<file path="src/hdl/cffp_pkg.sv">
// Shared constants and types of the command frame field parser.
package cffp_pkg;

    localparam int DEVICE_ID_BYTES = 8;
    localparam int SEQUENCE_BYTES  = 4;
    localparam int ADDRESS_BYTES   = 6;
    localparam int IPV4_BYTES      = 4;
    localparam int LOST_BYTES      = 4;

    localparam int BYTE_W  = 8;
    localparam int FIELD_W = 4;
    localparam int INDEX_W = 16;
    localparam int CFG_IDX_W = 2;

    // Configuration register indexes.
    localparam logic [CFG_IDX_W-1:0] REG_LOGIN_CODE       = 2'd0;
    localparam logic [CFG_IDX_W-1:0] REG_KEEPALIVE_CODE   = 2'd1;
    localparam logic [CFG_IDX_W-1:0] REG_PASSTHROUGH_CODE = 2'd2;

    localparam logic [BYTE_W-1:0] LOGIN_CODE_RST       = 8'd1;
    localparam logic [BYTE_W-1:0] KEEPALIVE_CODE_RST   = 8'd2;
    localparam logic [BYTE_W-1:0] PASSTHROUGH_CODE_RST = 8'd3;

    // Parser states; each one tags its byte with the field code of the same value.
    typedef enum logic [FIELD_W-1:0] {
        ST_VER   = 4'd0,
        ST_CMD   = 4'd1,
        ST_LEN   = 4'd2,
        ST_DTYPE = 4'd3,
        ST_DEVID = 4'd4,
        ST_SEQ   = 4'd5,
        ST_PTYPE = 4'd6,
        ST_MAC   = 4'd7,
        ST_IP    = 4'd8,
        ST_LOGIN = 4'd9,
        ST_LOST  = 4'd10,
        ST_DLEN  = 4'd11,
        ST_DATA  = 4'd12
    } t_state;

    typedef enum logic {
        KIND_LOGIN = 1'b0,
        KIND_KEEP  = 1'b1
    } t_kind;

endpackage

</file>
<file path="src/hdl/command_frame_field_parser.sv">
// Top level of the command frame field parser.
//
// Tags each received frame byte with its field code and its position within that
// field, one result beat per input beat. A byte is accepted in every cycle in
// which the result register is empty or its beat is being taken, so the block
// sustains one byte per cycle while its beats are taken; the only limit is the
// single result register. The command byte is classified against the login,
// keep-alive and pass-through codes (in that order) at the last sequence byte;
// an unknown command ends the frame there and sets o_unknown_command. Code
// registers are written through the configuration channel, which is always ready;
// indexes beyond the three registers are ignored.
module command_frame_field_parser (
    input  logic                            i_clk,
    input  logic                            i_rst_n,
    input  logic                            i_in_valid,
    output logic                            o_in_ready,
    input  logic [cffp_pkg::BYTE_W-1:0]     i_byte_in,
    output logic                            o_out_valid,
    input  logic                            i_out_ready,
    output logic [cffp_pkg::BYTE_W-1:0]     o_byte_out,
    output logic [cffp_pkg::FIELD_W-1:0]    o_field_code,
    output logic [cffp_pkg::INDEX_W-1:0]    o_field_index,
    output logic                            o_frame_end,
    output logic                            o_unknown_command,
    input  logic                            i_cfg_valid,
    output logic                            o_cfg_ready,
    input  logic [cffp_pkg::CFG_IDX_W-1:0]  i_cfg_index,
    input  logic [cffp_pkg::BYTE_W-1:0]     i_cfg_data
);
    import cffp_pkg::*;

    t_state              r_state, n_state;
    t_kind               r_kind, n_kind;
    logic [INDEX_W-1:0]  r_count, n_count;
    logic [BYTE_W-1:0]   r_command, n_command;
    logic [INDEX_W-1:0]  r_data_length, n_data_length;

    logic [BYTE_W-1:0]   r_login_code, r_keepalive_code, r_passthrough_code;

    logic                r_out_valid;
    logic [BYTE_W-1:0]   r_byte_out;
    logic [FIELD_W-1:0]  r_field_code, n_field_code;
    logic [INDEX_W-1:0]  r_field_index, n_field_index;
    logic                r_frame_end, n_frame_end;
    logic                r_unknown, n_unknown;

    logic                in_fire;
    logic [INDEX_W:0]    count_inc;
    logic [INDEX_W-1:0]  merged_length;

    assign o_in_ready  = !r_out_valid || i_out_ready;
    assign in_fire     = i_in_valid && o_in_ready;
    assign o_cfg_ready = 1'b1;

    assign count_inc     = {1'b0, r_count} + (INDEX_W+1)'(1);
    assign merged_length = r_data_length | {{(INDEX_W-BYTE_W){1'b0}}, i_byte_in};

    always_comb begin
        n_state       = r_state;
        n_kind        = r_kind;
        n_count       = r_count;
        n_command     = r_command;
        n_data_length = r_data_length;
        n_field_code  = FIELD_W'(r_state);
        n_field_index = '0;
        n_frame_end   = 1'b0;
        n_unknown     = 1'b0;
        unique case (r_state)
            ST_CMD: begin
                n_command = i_byte_in;
                n_state   = ST_LEN;
            end
            ST_LEN: begin
                n_state = ST_DTYPE;
            end
            ST_DTYPE: begin
                n_count = '0;
                n_state = ST_DEVID;
            end
            ST_DEVID: begin
                n_field_index = r_count;
                if (count_inc >= (INDEX_W+1)'(DEVICE_ID_BYTES)) begin
                    n_count = '0;
                    n_state = ST_SEQ;
                end else begin
                    n_count = count_inc[INDEX_W-1:0];
                end
            end
            ST_SEQ: begin
                n_field_index = r_count;
                if (count_inc >= (INDEX_W+1)'(SEQUENCE_BYTES)) begin
                    n_count = '0;
                    // Codes are matched in priority order; a shared value takes login first.
                    priority if (r_command == r_login_code) begin
                        n_kind  = KIND_LOGIN;
                        n_state = ST_PTYPE;
                    end else if (r_command == r_keepalive_code) begin
                        n_kind  = KIND_KEEP;
                        n_state = ST_PTYPE;
                    end else if (r_command == r_passthrough_code) begin
                        n_state = ST_DLEN;
                    end else begin
                        n_frame_end = 1'b1;
                        n_unknown   = 1'b1;
                        n_state     = ST_VER;
                    end
                end else begin
                    n_count = count_inc[INDEX_W-1:0];
                end
            end
            ST_PTYPE: begin
                n_count = '0;
                n_state = ST_MAC;
            end
            ST_MAC: begin
                n_field_index = r_count;
                if (count_inc >= (INDEX_W+1)'(ADDRESS_BYTES)) begin
                    n_count = '0;
                    n_state = ST_IP;
                end else begin
                    n_count = count_inc[INDEX_W-1:0];
                end
            end
            ST_IP: begin
                n_field_index = r_count;
                if (count_inc >= (INDEX_W+1)'(IPV4_BYTES)) begin
                    n_count = '0;
                    n_state = (r_kind == KIND_LOGIN) ? ST_LOGIN : ST_LOST;
                end else begin
                    n_count = count_inc[INDEX_W-1:0];
                end
            end
            ST_LOGIN: begin
                n_frame_end = 1'b1;
                n_count     = '0;
                n_state     = ST_VER;
            end
            ST_LOST: begin
                n_field_index = r_count;
                if (count_inc >= (INDEX_W+1)'(LOST_BYTES)) begin
                    n_frame_end = 1'b1;
                    n_count     = '0;
                    n_state     = ST_VER;
                end else begin
                    n_count = count_inc[INDEX_W-1:0];
                end
            end
            ST_DLEN: begin
                n_field_index = r_count;
                // The length arrives high byte first.
                if (r_count == '0) begin
                    n_data_length = {i_byte_in, {(INDEX_W-BYTE_W){1'b0}}};
                    n_count       = INDEX_W'(1);
                end else begin
                    n_data_length = merged_length;
                    n_count       = '0;
                    if (merged_length == '0) begin
                        n_frame_end = 1'b1;
                        n_state     = ST_VER;
                    end else begin
                        n_state = ST_DATA;
                    end
                end
            end
            ST_DATA: begin
                n_field_index = r_count;
                if (count_inc >= {1'b0, r_data_length}) begin
                    n_frame_end = 1'b1;
                    n_count     = '0;
                    n_state     = ST_VER;
                end else begin
                    n_count = count_inc[INDEX_W-1:0];
                end
            end
            default: begin
                // Version byte, and any stray state code, starts a new frame.
                n_field_code = FIELD_W'(ST_VER);
                n_count      = '0;
                n_state      = ST_CMD;
            end
        endcase
    end

    always_ff @(posedge i_clk) begin
        if (!i_rst_n) begin
            r_state       <= ST_VER;
            r_kind        <= KIND_LOGIN;
            r_count       <= '0;
            r_command     <= '0;
            r_data_length <= '0;
        end else if (in_fire) begin
            r_state       <= n_state;
            r_kind        <= n_kind;
            r_count       <= n_count;
            r_command     <= n_command;
            r_data_length <= n_data_length;
        end
    end

    always_ff @(posedge i_clk) begin
        if (!i_rst_n) begin
            r_login_code       <= LOGIN_CODE_RST;
            r_keepalive_code   <= KEEPALIVE_CODE_RST;
            r_passthrough_code <= PASSTHROUGH_CODE_RST;
        end else if (i_cfg_valid) begin
            unique case (i_cfg_index)
                REG_LOGIN_CODE:       r_login_code       <= i_cfg_data;
                REG_KEEPALIVE_CODE:   r_keepalive_code   <= i_cfg_data;
                REG_PASSTHROUGH_CODE: r_passthrough_code <= i_cfg_data;
                default: ;
            endcase
        end
    end

    always_ff @(posedge i_clk) begin
        if (!i_rst_n) begin
            r_out_valid <= 1'b0;
        end else if (in_fire) begin
            r_out_valid <= 1'b1;
        end else if (i_out_ready) begin
            r_out_valid <= 1'b0;
        end
    end

    always_ff @(posedge i_clk) begin
        if (in_fire) begin
            r_byte_out    <= i_byte_in;
            r_field_code  <= n_field_code;
            r_field_index <= n_field_index;
            r_frame_end   <= n_frame_end;
            r_unknown     <= n_unknown;
        end
    end

    assign o_out_valid       = r_out_valid;
    assign o_byte_out        = r_byte_out;
    assign o_field_code      = r_field_code;
    assign o_field_index     = r_field_index;
    assign o_frame_end       = r_frame_end;
    assign o_unknown_command = r_unknown;

    a_unknown_ends_seq: assert property (@(posedge i_clk) disable iff (!i_rst_n)
        (r_out_valid && r_unknown) |->
            (r_frame_end && r_field_code == FIELD_W'(ST_SEQ)))
        else $error("unknown command flagged outside a final sequence beat");

    a_end_restarts: assert property (@(posedge i_clk) disable iff (!i_rst_n)
        (in_fire && n_frame_end) |=> (r_state == ST_VER && r_count == '0))
        else $error("frame end did not return the parser to the version byte");

    a_data_len_nonzero: assert property (@(posedge i_clk) disable iff (!i_rst_n)
        (r_state == ST_DATA) |-> (r_data_length != '0 && r_count < r_data_length))
        else $error("data state with an exhausted or zero length");

    a_devid_bound: assert property (@(posedge i_clk) disable iff (!i_rst_n)
        (r_state == ST_DEVID) |-> (r_count < INDEX_W'(DEVICE_ID_BYTES)))
        else $error("device id position out of range");

endmodule
</file>
<file path="config.mk">
export PLATFORM = sky130hd
export DESIGN_NAME = command_frame_field_parser
export DESIGN_NICKNAME = d
export VERILOG_FILES = /design/src/hdl/cffp_pkg.sv /design/src/hdl/command_frame_field_parser.sv
export SDC_FILE = /design/constraint.sdc
export NUM_CORES = 1
export LEC_CHECK = 0
export ABC_AREA = 1
export BUFFER_PORTS_ARGS = -buffer_cell sky130_fd_sc_hd__buf_2
export CORE_ASPECT_RATIO = 0.6
export CORE_UTILIZATION = 50
export CTS_BUF_LIST = sky130_fd_sc_hd__clkbuf_4 sky130_fd_sc_hd__clkbuf_8
export CTS_CLUSTER_SIZE = 16
export DETAILED_ROUTE_END_ITERATION = 6
export PLACE_DENSITY = 0.79
export SLEW_MARGIN = 20
export SYNTH_ARGS = -nofsm -noshare
export SYNTH_HDL_FRONTEND = slang
export SYNTH_SLANG_ARGS = --single-unit
</file>
<file path="constraint.sdc">
create_clock -name i_clk -period 4.55 [get_ports i_clk]
set_clock_uncertainty 0.1 [all_clocks]
set_input_delay 0.91 -clock i_clk [delete_from_list [all_inputs] [get_ports i_clk]]
set_output_delay 0.91 -clock i_clk [all_outputs]
set_load 0.02 [all_outputs]
</file>
==> impl_metrics.csv <==
group,metric,value,unit
status,status,"finished clean",
global_route,grt_pass1_vias,4085,
synthesis,synth_compound_area_frac,0.1000,
layout,diodes,0,
worst_setup_path,crit_fanout,16,
route,ant_nets,0,
synthesis,syn-num-nets,690,
synthesis,netlist.area_leader.share,0.2787,
timing,maxSlewHeadroom,0.3042,
synthesis,syn_avg_cell_area,7.736,sq um
worst_setup_path,worst-path-stages,21,
layout,area_delta_synth_final,11.62,%
worst_hold_path,hp-class,"flip-flop to flip-flop",
timing,setup_viol,0,
timing,fmax,0.2927,GHz
route,finalWirelength,12560,um
die,rows,27,
synthesis,synth_top_family_by_area,"simple AND/OR/NAND/NOR gates",
timing,whs,0.3836,ns
worst_setup_path,r2r_end,"r_count[0]$_SDFFE_PN0P_",
die,ios,56,
worst_setup_path,rr_startpoint,"r_count[0]$_SDFFE_PN0P_",
placement,place.port_buffers,54,
global_route,grt_max_degree,41,
worst_setup_path,ff2ff_setup_slack,1.13,ns
synthesis,synth.area.mux_share,0,
cts,cts_setup_buffers,0,
synthesis,ys_types,37,
worst_setup_path,critPathLaunch,"r_count[0]$_SDFFE_PN0P_",
global_route,antenna_found_initial,0,
synthesis,postSynthCellCount,650,
cts,cts_hold_buf,0,
cts,numCtsBuffers,9,
route,drc,0,
route,via_per_inst,5.435,
worst_setup_path,r2r_cells,21,
timing,finalMaxSlewViolations,0,
cts,cts_tree,"built",
synthesis,synthSimpleGateAreaFrac,0.2710,
worst_setup_path,cp_data_required_time,4.74,ns
worst_setup_path,crit_buf_inv,1,
global_route,grt_pass1_wl,20360,um
placement,gp_congestion,0.9459,
cts,ctsResizeCount,0,
worst_setup_path,path_cells,"ha_1 > nand2_1 > nor2_1 > nand2_1 > xor2_1 > ha_1 > nand2_1 > inv_1 > a21oi_1 > nand4_1 > nand4_1 > nand2_1 > nand2_1 > nand2_1 > nand2_1 > nand3_1 > nand2_2 > nand2_1 > nand2_1 > nand2_1 > a21oi_1",
layout,fin_cells,841,
layout,final_area,5613,sq um
worst_setup_path,crit_slowest_cell,"dfxtp_1",
synthesis,yosysSeqAreaShare,0.4578,
layout,layout_commonest_cell,"nand2_1",
timing,min_period,3.416,ns
worst_setup_path,worst_setup_path_end_kind,"flip-flop",
die,start_util,0.5316,
timing,tightest_slew,1.040,ns
cts,clkTransAtPathRegs,0.10,ns
layout,final_util,0.5934,
synthesis,yosysWarnings,0,
layout,multi_input_area,2323,sq um
placement,place_inst,825,
placement,dp_hpwl,9926,um
layout,num-fill-cells,843,
power_and_ir_drop,p_leak,2.405,nW
synthesis,netlist_area,5029,sq um
cts,htreeDepth,3,
timing,rsz0062_at_grt,"false",
timing,finalCritPeriodShare,0.7508,
cts,worstSkewPairLatency,0.38,ns
layout,finalNetCount,746,
worst_setup_path,critPathMostFrequentCell,"nand2_1",
synthesis,synthAdderAreaFrac,0.04230,
global_route,grt_overflow,0,
power_and_ir_drop,ir_worst_vdd,0.1595,mV
worst_setup_path,endpoint,"r_count[0]$_SDFFE_PN0P_",
timing,setup_tns,0,ns
global_route,grt.total_usage,0.2525,
worst_setup_path,cpPeakStageDelay,0.48,ns
route,vias,4571,
flow_run,maxCapViolations,0,
layout,drive_gt1_frac,0.1266,
power_and_ir_drop,p_per_area,340.2,nW/um^2
synthesis,ys_ff_latch,100,
die,die_y,79.68,um
route,routedWlPerCell,14.93,um
cts,cts.sinks,100,
layout,ff_latch_area,2302,sq um
worst_setup_path,arrival,3.61,ns
placement,placed_area,5425,sq um
cts,clockRootBuffer,"clkbuf_8",
die,dieArea,10480,sq um
worst_setup_path,path_delay_family,"simple AND/OR/NAND/NOR gates",
layout,layout_common_cells,"nand2_1 (113), nor2_1 (101), inv_1 (89), dfxtp_1 (70), buf_2 (54)",
synthesis,post-synth-top-area-cell,"dfxtp_1",
worst_setup_path,cp-start-kind,"flip-flop",
worst_setup_path,criticalPathCategory,"flip-flop to flip-flop",
route,dr.pass1.iters,5,
route,drt_iter0_markers,438,
synthesis,synth_xor_xnor_area_share,0.04703,
die,die_x,131.5,um
synthesis,yosys-top-cells-area,"dfxtp_1 (28%), edfxtp_1 (18%), nand2_1 (8.4%)",
cts,clk_path_buf_depth,2,
timing,finalHoldViolCount,0,
die,core-area,9459,sq um
Yosys cell counts (all sizes together):
library cell    n
o211ai          4
a2111oi         1
ha             17
o21ai          35
conb            1
nor2          105
nand3b          1
or3             1
o22ai           8
nor3b           1
inv            89
nand3          41
o2111ai         2
dfxtp          70
xor2           18
buf             4
clkbuf          9
a21oi          38
clkinv          2
a221oi          2
xnor2           9
a21boi          1
edfxtp         30
nor4           10
nand2         115
nand4          20
or2             5
nor3           11
registers in the layout (all words and copies together), names as in the netlist:
signal	count
o_byte_out	8
o_field_code	4
o_field_index	16
o_frame_end	1
o_out_valid	1
o_unknown_command	1
r_command	8
r_count	16
r_data_length	16
r_keepalive_code	8
r_kind	1
r_login_code	8
r_passthrough_code	8
r_state	4
tightest hold or removal path, cell delays in order, from the launching register on:
cell	delay (ns)
dfxtp_1	0.34
inv_1	0.05
a21oi_1	0.05
logic make-up after synthesis:
group                    after synthesis
AND/OR/NAND/NOR                      310
buffers and inverters                104
flip-flops                           100
AO/OA/AOI/OAI                         91
XOR/XNOR                              27
adder cells (fa/ha/maj)               17
other                                  1
stage by stage:
step,power [W],setup WS [ns]
after floorplan,0.001272,1.764
after global placement,0.001374,1.330
after detailed placement,0.001384,1.222
after CTS,0.001915,1.198
after global routing,0.002001,0.8184
final,0.001910,1.134
layer usage:
layer / vias to the layer above / GRT usage / wire length, um
met5: - / 0 / 0
met2: 199 / 0.3561 / 5027
met3: 12 / 0.06730 / 1180
met1: 2114 / 0.3723 / 6234
met4: 0 / 0.07326 / 117
li1: 2246 / - / -
report_power, final:
part           leakage [nW]  internal, W  switching (W)
Combinational          1.44     0.000115       0.000259
Sequential            0.871     0.000965      0.0000347
Clock                0.0921     0.000207       0.000328
Total                  2.40      0.00129       0.000622
final cells by class:
type,instances,area share
clock buffer,9,0.02207
tap,130,0.02898
inverter,91,0.06086
sequential,100,0.4102
clock inverter,7,0.01048
multi-input combinational,446,0.4140
timing repair buffer,58,0.05350
how the worst min path moves through the flow:
| stage | slack (ns) | from | depth (start not counted) | to |
|---|---|---|---|---|
| finish | 0.38 | r_data_length[0]$_SDFFE_PN0P_ | 2 | r_data_length[0]$_SDFFE_PN0P_ |
| global route | 0.40 | r_kind$_SDFFE_PN0P_ | 2 | r_kind$_SDFFE_PN0P_ |
| CTS | 0.38 | r_login_code[2]$_SDFFE_PN0P_ | 2 | r_login_code[2]$_SDFFE_PN0P_ |
| detailed placement | 0.37 | r_login_code[2]$_SDFFE_PN0P_ | 2 | r_login_code[2]$_SDFFE_PN0P_ |
| global placement | 0.36 | r_login_code[0]$_SDFFE_PN1P_ | 2 | r_login_code[0]$_SDFFE_PN1P_ |
| floorplan | 0.34 | r_login_code[2]$_SDFFE_PN0P_ | 2 | r_login_code[2]$_SDFFE_PN0P_ |
Power figures use the tool's default switching activity.
